--- config.mk ---
export PLATFORM = sky130hd
export DESIGN_NAME = apc_ctrl
export DESIGN_NICKNAME = d
export VERILOG_FILES = /design/src/hw/rtl/apc_pkg.sv /design/src/hw/rtl/apc_ctrl.sv
export SDC_FILE = /design/constraint.sdc
export NUM_CORES = 1
export LEC_CHECK = 0
export ABC_AREA = 1
export ABC_CLOCK_PERIOD_IN_PS = 2070
export CAP_MARGIN = 20
export CORE_MARGIN = 10
export CORE_UTILIZATION = 34
export CTS_CLUSTER_DIAMETER = 200
export DETAILED_ROUTE_END_ITERATION = 8
export DONT_BUFFER_PORTS = 1
export HOLD_SLACK_MARGIN = 0.02
export SLEW_MARGIN = 20
export SYNTH_ARGS = -nofsm -noshare
export SYNTH_HDL_FRONTEND = slang
export SYNTH_SLANG_ARGS = --single-unit
--- constraint.sdc ---
create_clock -name i_clk -period 2.07 [get_ports i_clk]
set_clock_uncertainty 0.2 [all_clocks]
set_input_delay 0.1035 -clock i_clk [delete_from_list [all_inputs] [get_ports i_clk]]
set_output_delay 0.1035 -clock i_clk [all_outputs]
set_load 0.02 [all_outputs]
--- src/hw/rtl/apc_pkg.sv ---
`timescale 1ns / 1ps
`default_nettype none
// ----------------------------------------------------------------------------
// apc_pkg
// Shared constants, codes and controller/datapath structs of the ADC
// piecewise linear correction block.
// ----------------------------------------------------------------------------
package apc_pkg;

    // map store geometry
    localparam int BOARDS     = 4;
    localparam int CHANNELS   = 16;
    localparam int MAP_POINTS = 16;
    localparam int MAPS       = BOARDS * CHANNELS;

    // field widths
    localparam int MODE_W    = 2;
    localparam int BOARD_W   = 2;
    localparam int CHANNEL_W = 4;
    localparam int PIDX_W    = 4;
    localparam int PCNT_W    = 5;
    localparam int STATUS_W  = 2;
    localparam int MAP_W     = $clog2(MAPS);
    localparam int ADDR_W    = MAP_W + PIDX_W;

    // configuration port
    localparam int CFG_IDX_W  = 1;
    localparam int CFG_DATA_W = 5;
    localparam int BIU_W      = 3;
    localparam int CIU_W      = 5;
    localparam logic [CFG_IDX_W-1:0] CFG_BOARDS   = 1'd0;
    localparam logic [CFG_IDX_W-1:0] CFG_CHANNELS = 1'd1;
    localparam logic [BIU_W-1:0]     BOARDS_RESET   = 3'd4;
    localparam logic [CIU_W-1:0]     CHANNELS_RESET = 5'd16;

    // modes
    localparam logic [MODE_W-1:0] MODE_WRITE   = 2'd0;
    localparam logic [MODE_W-1:0] MODE_COUNT   = 2'd1;
    localparam logic [MODE_W-1:0] MODE_CORRECT = 2'd2;

    // status codes
    localparam logic [STATUS_W-1:0] ST_INTERP = 2'd0;
    localparam logic [STATUS_W-1:0] ST_PASS   = 2'd1;
    localparam logic [STATUS_W-1:0] ST_CLIP   = 2'd2;
    localparam logic [STATUS_W-1:0] ST_BAD    = 2'd3;

    // point read selects
    localparam logic [2:0] RD_X0  = 3'd0;
    localparam logic [2:0] RD_XN  = 3'd1;
    localparam logic [2:0] RD_MID = 3'd2;
    localparam logic [2:0] RD_LO  = 3'd3;
    localparam logic [2:0] RD_HI  = 3'd4;

    // result selects
    localparam logic [2:0] RES_BAD    = 3'd0;
    localparam logic [2:0] RES_PASS   = 3'd1;
    localparam logic [2:0] RES_CLIP   = 3'd2;
    localparam logic [2:0] RES_LOWY   = 3'd3;
    localparam logic [2:0] RES_INTERP = 3'd4;

    typedef struct packed {
        logic       latch;
        logic       wr_point;
        logic       wr_count;
        logic       rd_len;
        logic       len_cap;
        logic       pt_rd;
        logic [2:0] rd_sel;
        logic       set_bounds;
        logic       upd_search;
        logic       cap_lo;
        logic       cap_hi;
        logic       mul;
        logic       div_step;
        logic       res_set;
        logic [2:0] res_sel;
        logic       out_load;
    } t_cmd;

    typedef struct packed {
        logic [MODE_W-1:0] mode;
        logic              bad;
        logic              n_zero;
        logic              x_gt_s;
        logic              x_lt_s;
        logic              span;
        logic              den_zero;
        logic              div_last;
        logic              out_free;
    } t_stat;

endpackage
`default_nettype wire

--- src/hw/rtl/apc_ctrl.sv ---
`timescale 1ns / 1ps
`default_nettype none
// ----------------------------------------------------------------------------
// apc_ctrl
// Sequencer: dispatches each transaction, walks the binary search, runs the
// serial divider and hands the result to the output register.
// ----------------------------------------------------------------------------
module apc_ctrl (
    input  wire logic           i_clk,
    input  wire logic           i_rst_n,
    input  wire logic           i_in_valid,
    input  wire apc_pkg::t_stat i_stat,
    output logic                o_in_ready,
    output apc_pkg::t_cmd       o_cmd
);
    localparam logic [3:0] S_IDLE = 4'd0;
    localparam logic [3:0] S_DISP = 4'd1;
    localparam logic [3:0] S_LEN  = 4'd2;
    localparam logic [3:0] S_X0   = 4'd3;
    localparam logic [3:0] S_XN   = 4'd4;
    localparam logic [3:0] S_SCHK = 4'd5;
    localparam logic [3:0] S_SRCH = 4'd6;
    localparam logic [3:0] S_RDL  = 4'd7;
    localparam logic [3:0] S_RDH  = 4'd8;
    localparam logic [3:0] S_MUL  = 4'd9;
    localparam logic [3:0] S_DIV  = 4'd10;
    localparam logic [3:0] S_SUM  = 4'd11;
    localparam logic [3:0] S_RES  = 4'd12;

    logic [3:0] r_state;
    logic [3:0] n_state;

    // state register
    always_ff @(posedge i_clk) begin
        if (!i_rst_n) begin
            r_state <= S_IDLE;
        end else begin
            r_state <= n_state;
        end
    end

    assign o_in_ready = (r_state == S_IDLE);

    // next state and commands
    always_comb begin
        n_state = r_state;
        o_cmd   = '0;
        case (r_state)
            S_IDLE: begin
                if (i_in_valid) begin
                    o_cmd.latch = 1'b1;
                    n_state     = S_DISP;
                end
            end
            S_DISP: begin
                case (i_stat.mode)
                    apc_pkg::MODE_WRITE: begin
                        o_cmd.wr_point = 1'b1;
                        n_state        = S_IDLE;
                    end
                    apc_pkg::MODE_COUNT: begin
                        o_cmd.wr_count = 1'b1;
                        n_state        = S_IDLE;
                    end
                    apc_pkg::MODE_CORRECT: begin
                        if (i_stat.bad) begin
                            o_cmd.res_set = 1'b1;
                            o_cmd.res_sel = apc_pkg::RES_BAD;
                            n_state       = S_RES;
                        end else begin
                            o_cmd.rd_len = 1'b1;
                            n_state      = S_LEN;
                        end
                    end
                    default: n_state = S_IDLE;
                endcase
            end
            S_LEN: begin
                o_cmd.len_cap = 1'b1;
                if (i_stat.n_zero) begin
                    o_cmd.res_set = 1'b1;
                    o_cmd.res_sel = apc_pkg::RES_PASS;
                    n_state       = S_RES;
                end else begin
                    o_cmd.pt_rd  = 1'b1;
                    o_cmd.rd_sel = apc_pkg::RD_X0;
                    n_state      = S_X0;
                end
            end
            S_X0: begin
                if (i_stat.x_gt_s) begin
                    o_cmd.res_set = 1'b1;
                    o_cmd.res_sel = apc_pkg::RES_PASS;
                    n_state       = S_RES;
                end else begin
                    o_cmd.pt_rd  = 1'b1;
                    o_cmd.rd_sel = apc_pkg::RD_XN;
                    n_state      = S_XN;
                end
            end
            S_XN: begin
                if (i_stat.x_lt_s) begin
                    o_cmd.res_set = 1'b1;
                    o_cmd.res_sel = apc_pkg::RES_CLIP;
                    n_state       = S_RES;
                end else begin
                    o_cmd.set_bounds = 1'b1;
                    n_state          = S_SCHK;
                end
            end
            S_SCHK: begin
                o_cmd.pt_rd = 1'b1;
                if (i_stat.span) begin
                    o_cmd.rd_sel = apc_pkg::RD_MID;
                    n_state      = S_SRCH;
                end else begin
                    o_cmd.rd_sel = apc_pkg::RD_LO;
                    n_state      = S_RDL;
                end
            end
            S_SRCH: begin
                o_cmd.upd_search = 1'b1;
                n_state          = S_SCHK;
            end
            S_RDL: begin
                o_cmd.cap_lo = 1'b1;
                o_cmd.pt_rd  = 1'b1;
                o_cmd.rd_sel = apc_pkg::RD_HI;
                n_state      = S_RDH;
            end
            S_RDH: begin
                o_cmd.cap_hi = 1'b1;
                n_state      = S_MUL;
            end
            S_MUL: begin
                if (i_stat.den_zero) begin
                    o_cmd.res_set = 1'b1;
                    o_cmd.res_sel = apc_pkg::RES_LOWY;
                    n_state       = S_RES;
                end else begin
                    o_cmd.mul = 1'b1;
                    n_state   = S_DIV;
                end
            end
            S_DIV: begin
                o_cmd.div_step = 1'b1;
                if (i_stat.div_last) begin
                    n_state = S_SUM;
                end
            end
            S_SUM: begin
                o_cmd.res_set = 1'b1;
                o_cmd.res_sel = apc_pkg::RES_INTERP;
                n_state       = S_RES;
            end
            S_RES: begin
                if (i_stat.out_free) begin
                    o_cmd.out_load = 1'b1;
                    n_state        = S_IDLE;
                end
            end
            default: n_state = S_IDLE;
        endcase
    end
endmodule
`default_nettype wire

==> key figures, run 1 <==
Logic synthesis
  – Post-Syn Nets: 112
  – Top post-synthesis cells by count: inv_1, nand2_1, nor2_1
  – Post-synth EDFFs: 0
  – Top cell type's share of synthesized area: 15.30%
  – Post-synthesis cell type count: 23
  – Avg Cell Area, Syn: 5.700 um^2
  – Main synth FF type: dfxtp_1
  – Seq/Total Area, Yosys: 14.19%
  – Post-Syn Area: 564.3 um^2
  – YS warnings: 0
  – Cells after synthesis: 99
  – Async S/R FF share, synth: 0%
  – Cell taking the most area after synthesis: inv_1
  – Synth top area cells: inv_1, dfxtp_1, nand2_1
  – Yosys reg bits: 4
  – Top-count cell post-synth: inv_1

Detailed routing
  – DR vias/cell: 4.693
  – Iteration-0 DRC Markers: 13
  – # DRC: 0
  – Routed via count: 596
  – Number of nets with antenna violations after routing: 0
  – Avg WL per Cell: 12.93 um
  – Drt first pass iters: 4
  – Post-Route WL: 1642 um

Clock tree
  – Total CTS buffers: 3
  – Post-CTS Setup Inserts: 0
  – CTS tree: built
  – CTS clk-pin slew, worst paths: 0.04 ns
  – CTS Buffer Depth: 2
  – Worst-skew pair later-pin latency: 0.23 ns
  – Root buf cell: clkbuf_4
  – Clock sink count: 4
  – H-tree depth: 1

Layout
  – Synthesis-to-finish area growth: 23.50%
  – Final instance area: 696.9 um^2
  – Share of cells above drive strength 1: 29.73%
  – # diodes: 0
  – Largest Register: r_state
  – Non-filler cells, final: 127
  – Regs by FF count: r_state x4
  – Final #Nets: 126
  – Largest register FFs: 4

Power
  – Power per Cell Area: 516.8 nW/um^2
  – Overall power: 360.2 uW
  – Leakage dissipation: 0.0004215 uW
  – Max IR drop VDD: 0.3133 mV

Worst setup path
  – CP Data Arrival Time: 1.86 ns
  – Max incr delay on CP: 0.55 ns
  – Worst path top cell family by delay: buffers and inverters
  – Worst r2r src: r_state[2]
  – Critical Path End Type: flip-flop
  – Most Frequent Cell on Critical Path: nand2_1
  – Reg2reg setup slack: 0.12 ns
  – Worst R2R Path Depth: 9
  – Worst Setup Start Kind: flip-flop
  – Worst r2r dst: r_state[3]
  – Crit path kind: flip-flop to flip-flop
  – Cells along the critical path: inv_2, nand2_4, nor2_4, nand2_2, nand2_1, nor2_1, nand2_1, a21oi_2, dlygate4sd3_1
  – Req. time, crit path: 1.98 ns
  – CP Buf/Inv Count: 2
  – Max Fanout on Critical Path: 5
  – Crit-path slowest cell: dlygate4sd3_1

Place
  – Placed Cells incl. Taps: 118
  – PortBufs: 0
  – Post-DP Area: 606.8 um^2
  – RD Place Congestion: 0.8706
  – Detailed placement HPWL: 1470 um

Hold path
  – Hold Path Sink: r_state[0]
  – Hold WC Path Type: input pin to flip-flop
  – Hold Path Cell Cnt: 5
  – Hold_sp: i_stat[3]

Die
  – Core Area: 1541 um^2
  – # IOs: 34
  – Die area: 3689 um^2
  – Num rows: 14
  – Die Span Y: 60.74 um
  – Die width: 60.74 um
  – Initial Util: 36.61%

Flow run
  – MaxCap Viol Count: 0

Global route
  – First-pass GRT wire length: 2642 um
  – GRT Overall Usage: 9.328%
  – Vias in the first global route: 601
  – Grt total ovfl: 0
  – Initial antenna violation count: 0
  – Pin count of the biggest net entering global routing: 8

STA
  – Actual slew at the worst max-slew pin: 0.5067 ns
  – Period utilization: 94.29%
  – Relative slew margins: 66.07%
  – Max Clock Freq: 512.3 MHz
  – Hold Fails Final Rpt: 0
  – Fin. max-slew vios: 0
  – Count of final setup violators: 0
  – Tmin final: 1.952 ns
  – RSZ-0062 raised after global routing: yes

Status
  – Status: finished clean
==> per-layer routing <==
metal	vias up	wire length [um]	global-route usage, %	share of wire [%]
met5	-	0	0	0
met4	0	0	4.702	0
met3	0	153	3.340	9.3
met2	16	809	15.14	49
met1	255	679	10.50	41
li1	325	-	-	-
==> cell type report <==
type,count,area [um^2]
clock buffers,3,22.52
fillers,189,844.6
inverters,26,97.59
multi-input cells,68,381.6
flip-flops and latches,4,85.08
well taps,16,20.02
repair buffers,10,90.09
==> worst reg2reg max path: cells and delay by family, from the launching register on <==
kind,cells,cell delay [ns]
DFF,1,0.35
buffers and inverters,2,0.68
AOI/OAI and AO/OA,1,0.05
and+or+nand+nor,6,0.57
==> power by group <==
group / total, uW / switching (uW) / internal (uW)
registers: 102 / 15.2 / 87.3
logic: 164 / 114 / 50.2
clock network: 93.3 / 28.7 / 64.6
==> cell usage in the layout (no fill, tap or decap) <==
| cell type | netlist | final |
|---|---|---|
| clkbuf_4 | 0 | 3 |
| inv_1 | 23 | 23 |
| nor2_1 | 12 | 11 |
| o21ai_1 | 1 | 1 |
| nand2_2 | 5 | 5 |
| o211ai_1 | 2 | 2 |
| nand2_1 | 20 | 20 |
| nand3_1 | 5 | 5 |
| o21ai_2 | 1 | 1 |
| dfxtp_2 | 0 | 4 |
| nor3_1 | 3 | 3 |
| nor4_1 | 1 | 1 |
| o21ai_0 | 1 | 1 |
| nand3b_1 | 2 | 2 |
| a31oi_1 | 1 | 1 |
| a21oi_2 | 1 | 1 |
| dlygate4sd3_1 | 0 | 6 |
| buf_4 | 1 | 4 |
| nand4_1 | 1 | 1 |
| nand3_2 | 2 | 2 |
| nand2_4 | 1 | 1 |
| nor2_2 | 3 | 4 |
| a21oi_1 | 1 | 1 |
| inv_2 | 3 | 3 |
| nor2_4 | 5 | 5 |
==> worst max-delay path by stage <==
stage,depth (start not counted),slack [ns],endpoint,start
global route,9,-0.01,r_state[3],r_state[0]
floorplan,3,0.44,o_cmd[0],r_state[1]
global placement,6,0.49,o_cmd[4],r_state[2]
CTS,8,0.008,r_state[3],r_state[3]
detailed placement,6,0.46,o_cmd[4],r_state[2]
finish,9,0.12,r_state[3],r_state[2]
==> stage by stage <==
stage          utilization [%]  hold slack [ns]  setup slack, ns  setup TNS [ns]
6_report                 45.21          0.02245           0.1182               0
5_1_grt                  45.21          0.05431         -0.01434        -0.01434
4_1_cts                  44.72          0.02686         0.008031               0
3_5_place_dp             39.37           0.1089           0.4634               0
3_3_place_gp             39.37           0.1061           0.4917               0
2_1_floorplan                -          0.07424           0.4402               0
==> what timing repair did <==
item | 4_1_cts | 5_1_grt
hold endpoints to repair | 4 | 0
endpoints found under the setup margin | 0 | 2
hold buffers | 6 | 0
gates resized for setup | 0 | 5
==> logic make-up after synthesis <==
| family | Yosys count | share of synthesized area, % |
|---|---|---|
| AOI/OAI and AO/OA | 8 | 9.532 |
| DFF | 4 | 14.19 |
| buffers and inverters | 27 | 18.63 |
| and+or+nand+nor | 60 | 57.65 |
(Power assumes the default switching activity.)
==> run 2, diff against run 1 <==
--- a/config.mk
+++ b/config.mk
@@ -7,13 +7,14 @@
 export LEC_CHECK = 0
 export ABC_AREA = 1
 export ABC_CLOCK_PERIOD_IN_PS = 2070
+export BUFFER_PORTS_ARGS = -buffer_cell sky130_fd_sc_hd__buf_4
 export CAP_MARGIN = 20
 export CORE_MARGIN = 10
 export CORE_UTILIZATION = 34
 export CTS_CLUSTER_DIAMETER = 200
 export DETAILED_ROUTE_END_ITERATION = 8
-export DONT_BUFFER_PORTS = 1
 export HOLD_SLACK_MARGIN = 0.02
+export PLACE_DENSITY = 0.65
 export SLEW_MARGIN = 20
 export SYNTH_ARGS = -nofsm -noshare
 export SYNTH_HDL_FRONTEND = slang
==> run 2 against run 1 <==
Via count is 21% higher. Cell count increased by 20%. Global-route usage rose by 1.0 points. Hold slack better by 0.013 ns. Sequential power about the same. Cell area is 26% higher. Worst setup slack better by 0.21 ns. Combinational power increased by 29%. Clock power is 2% higher. Register-to-register slack improved by 0.44 ns. Critical path type is now flip-flop to output port. Largest cell class unchanged.
==> key figures, run 2 (synthesis gave the netlist of run 1 again) <==
Layout
  – Synthesis-to-finish area growth: 55.43%
  – Final #Nets: 152 (+21%)
  – Most frequent cells in the layout: buf_4, inv_1, nand2_1
  – Regs by FF count: r_state x4
  – # diodes: 0 (unchanged)
  – Largest Register: r_state
  – Largest register FFs: 4 (unchanged)
  – Share of cells above drive strength 1: 41.61% (+12 points)
  – Most common cell after layout, fill and taps aside: buf_4

Detailed routing
  – Iteration-0 DRC Markers: 16 (+3)
  – Routed via count: 724 (+21%)
  – Avg WL per Cell: 12.63 um (-2.3%)
  – # DRC: 0 (unchanged)
  – Drt first pass iters: 4 (unchanged)
  – Number of nets with antenna violations after routing: 0 (unchanged)
  – Post-Route WL: 1933 um (+18%)
  – DR vias/cell: 4.732 (+0.83%)

Global route
  – Pin count of the biggest net entering global routing: 8 (unchanged)
  – Grt total ovfl: 0 (unchanged)
  – GRT Overall Usage: 10.36% (+1.0 points)
  – Initial antenna violation count: 0 (unchanged)
  – GR peak layer: met2
  – GR Util met2: 18.20% (+3.1 points)
  – M3 GR Usage: 3.132% (-0.21 points)
  – GR Util met1: 10.62% (+0.12 points)
  – Vias in the first global route: 700 (+16%)
  – First-pass GRT wire length: 3029 um (+15%)

Clock tree
  – Root buf cell: clkbuf_4
  – Total CTS buffers: 3 (unchanged)
  – CTS tree: built
  – Worst-skew pair later-pin latency: 0.23 ns (about the same)
  – H-tree depth: 1 (unchanged)
  – Post-CTS Setup Inserts: 0 (unchanged)
  – Clock sink count: 4 (unchanged)
  – CTS Buffer Depth: 2 (unchanged)
  – CTS clk-pin slew, worst paths: 0.03 ns (about the same)

Worst setup path
  – Worst r2r src: r_state[1]
  – Reg2reg setup slack: 0.56 ns (+0.44 ns)
  – Max Fanout on Critical Path: 5 (unchanged)
  – CP Data Arrival Time: 1.44 ns (-0.42 ns)
  – Worst R2R Path Depth: 6 (-3)
  – Worst Setup Start Kind: flip-flop
  – Crit path kind: flip-flop to output port
  – Req. time, crit path: 1.77 ns (-0.21 ns)
  – Critical Path End Type: output port
  – Worst r2r dst: r_state[0]

Power
  – Leakage dissipation: 0.0005502 uW (+31%)
  – Max IR drop VDD: 0.2989 mV (-4.6%)
  – Power per Cell Area: 463.7 nW/um^2 (-10%)

STA
  – Period utilization: 84.33% (-10 points)
  – Hold Fails Final Rpt: 0 (unchanged)
  – Max Clock Freq: 572.9 MHz (+12%)
  – Actual slew at the worst max-slew pin: 0.3593 ns (-0.1474 ns)
  – Relative slew margins: 75.96% (+9.9 points)
  – Min Hold Slack: 0.03551 ns (+0.01306 ns)
  – Count of final setup violators: 0 (unchanged)
  – RSZ-0062 raised after global routing: no
  – Fin. max-slew vios: 0 (unchanged)
  – Setup TNS: 0 ns (unchanged)
  – Tmin final: 1.746 ns (-0.2062 ns)

Hold path
  – Hold Path Cell Cnt: 4 (-1)
  – Hold WC Path Type: input pin to flip-flop
  – Hold_sp: i_stat[6]
  – Hold Path Sink: r_state[1]

Die
  – Die Span Y: 60.74 um (unchanged)
  – Initial Util: 36.61% (unchanged)
  – # IOs: 34 (unchanged)
  – Die area: 3689 um^2 (unchanged)
  – Core Area: 1541 um^2 (unchanged)
  – Die width: 60.74 um (unchanged)
  – Num rows: 14 (unchanged)

Place
  – RD Place Congestion: 0.8844 (+1.6%)
  – PortBufs: 33 (+33)
  – Detailed placement HPWL: 1656 um (+13%)

Flow run
  – MaxCap Viol Count: 0 (unchanged)

Status
  – Status: finished clean
[run 2: cell types whose count changed in the layout (fill, tap and decap cells not counted), sizes merged]
cell,previous run,this run
buf,4,33
dlygate4sd3,6,3
[run 2: critical path, stage by stage (launching register included)]
cell and delay (ns):
dfxtp_1 0.43, inv_1 0.09, nor2_2 0.16, nand2_1 0.07, inv_1 0.09, nand2_2 0.08, o211ai_1 0.11, buf_4 0.18
[run 2: power by group]
group / switching, uW / internal, uW
Combinational: 130 / 82.5
Sequential: 13.8 / 85.4
Clock: 30.6 / 64.7
Total: 174 / 233
[run 2: repair_timing]
action                                  4_1_cts  5_1_grt
endpoints found under the setup margin        0        0
hold buffers                                  3        0
endpoints found under the hold margin         4        0
resized for setup                             0        0
[run 2: worst max-delay path by stage]
stage	startpoint	end	slack (ns)	depth (start not counted)
2_1_floorplan	r_state[1]	o_cmd[0]	0.44	3
3_3_place_gp	r_state[1]	o_cmd[0]	0.55	4
3_5_place_dp	r_state[1]	r_state[0]	0.57	6
4_1_cts	r_state[1]	o_cmd[14]	0.33	7
5_1_grt	r_state[1]	o_cmd[14]	0.23	7
6_report	r_state[1]	o_cmd[14]	0.32	7
[run 2: layout make-up]
cell class | instances | area [um^2]
fill | 168 | 664.4
tap | 16 | 20.02
inverter | 26 | 97.59
clock buffer | 3 | 22.52
sequential | 4 | 80.08
timing repair buffer | 36 | 277.8
multi-input combinational | 68 | 379.1
[run 2: metal layers]
| metal | vias up | part of all wire [%] |
|---|---|---|
| li1 | 377 | - |
| met1 | 320 | 43 |
| met2 | 23 | 48 |
| met3 | 4 | 7.7 |
| met4 | 0 | 1.3 |
| met5 | - | 0 |
[run 2: per-stage QoR]
step	total power (uW)	std cells	setup slack (ns)	instance area (um^2)	util (%)
after global placement	304.0	147	0.5477	824.5	53.49
after detailed placement	307.3	147	0.5681	824.5	53.49
final	406.7	153	0.3244	877.1	56.90
after CTS	410.6	153	0.3284	877.1	56.90
after floorplan	230.1	99	0.4402	564.3	-
after global routing	436.3	153	0.2336	877.1	56.90
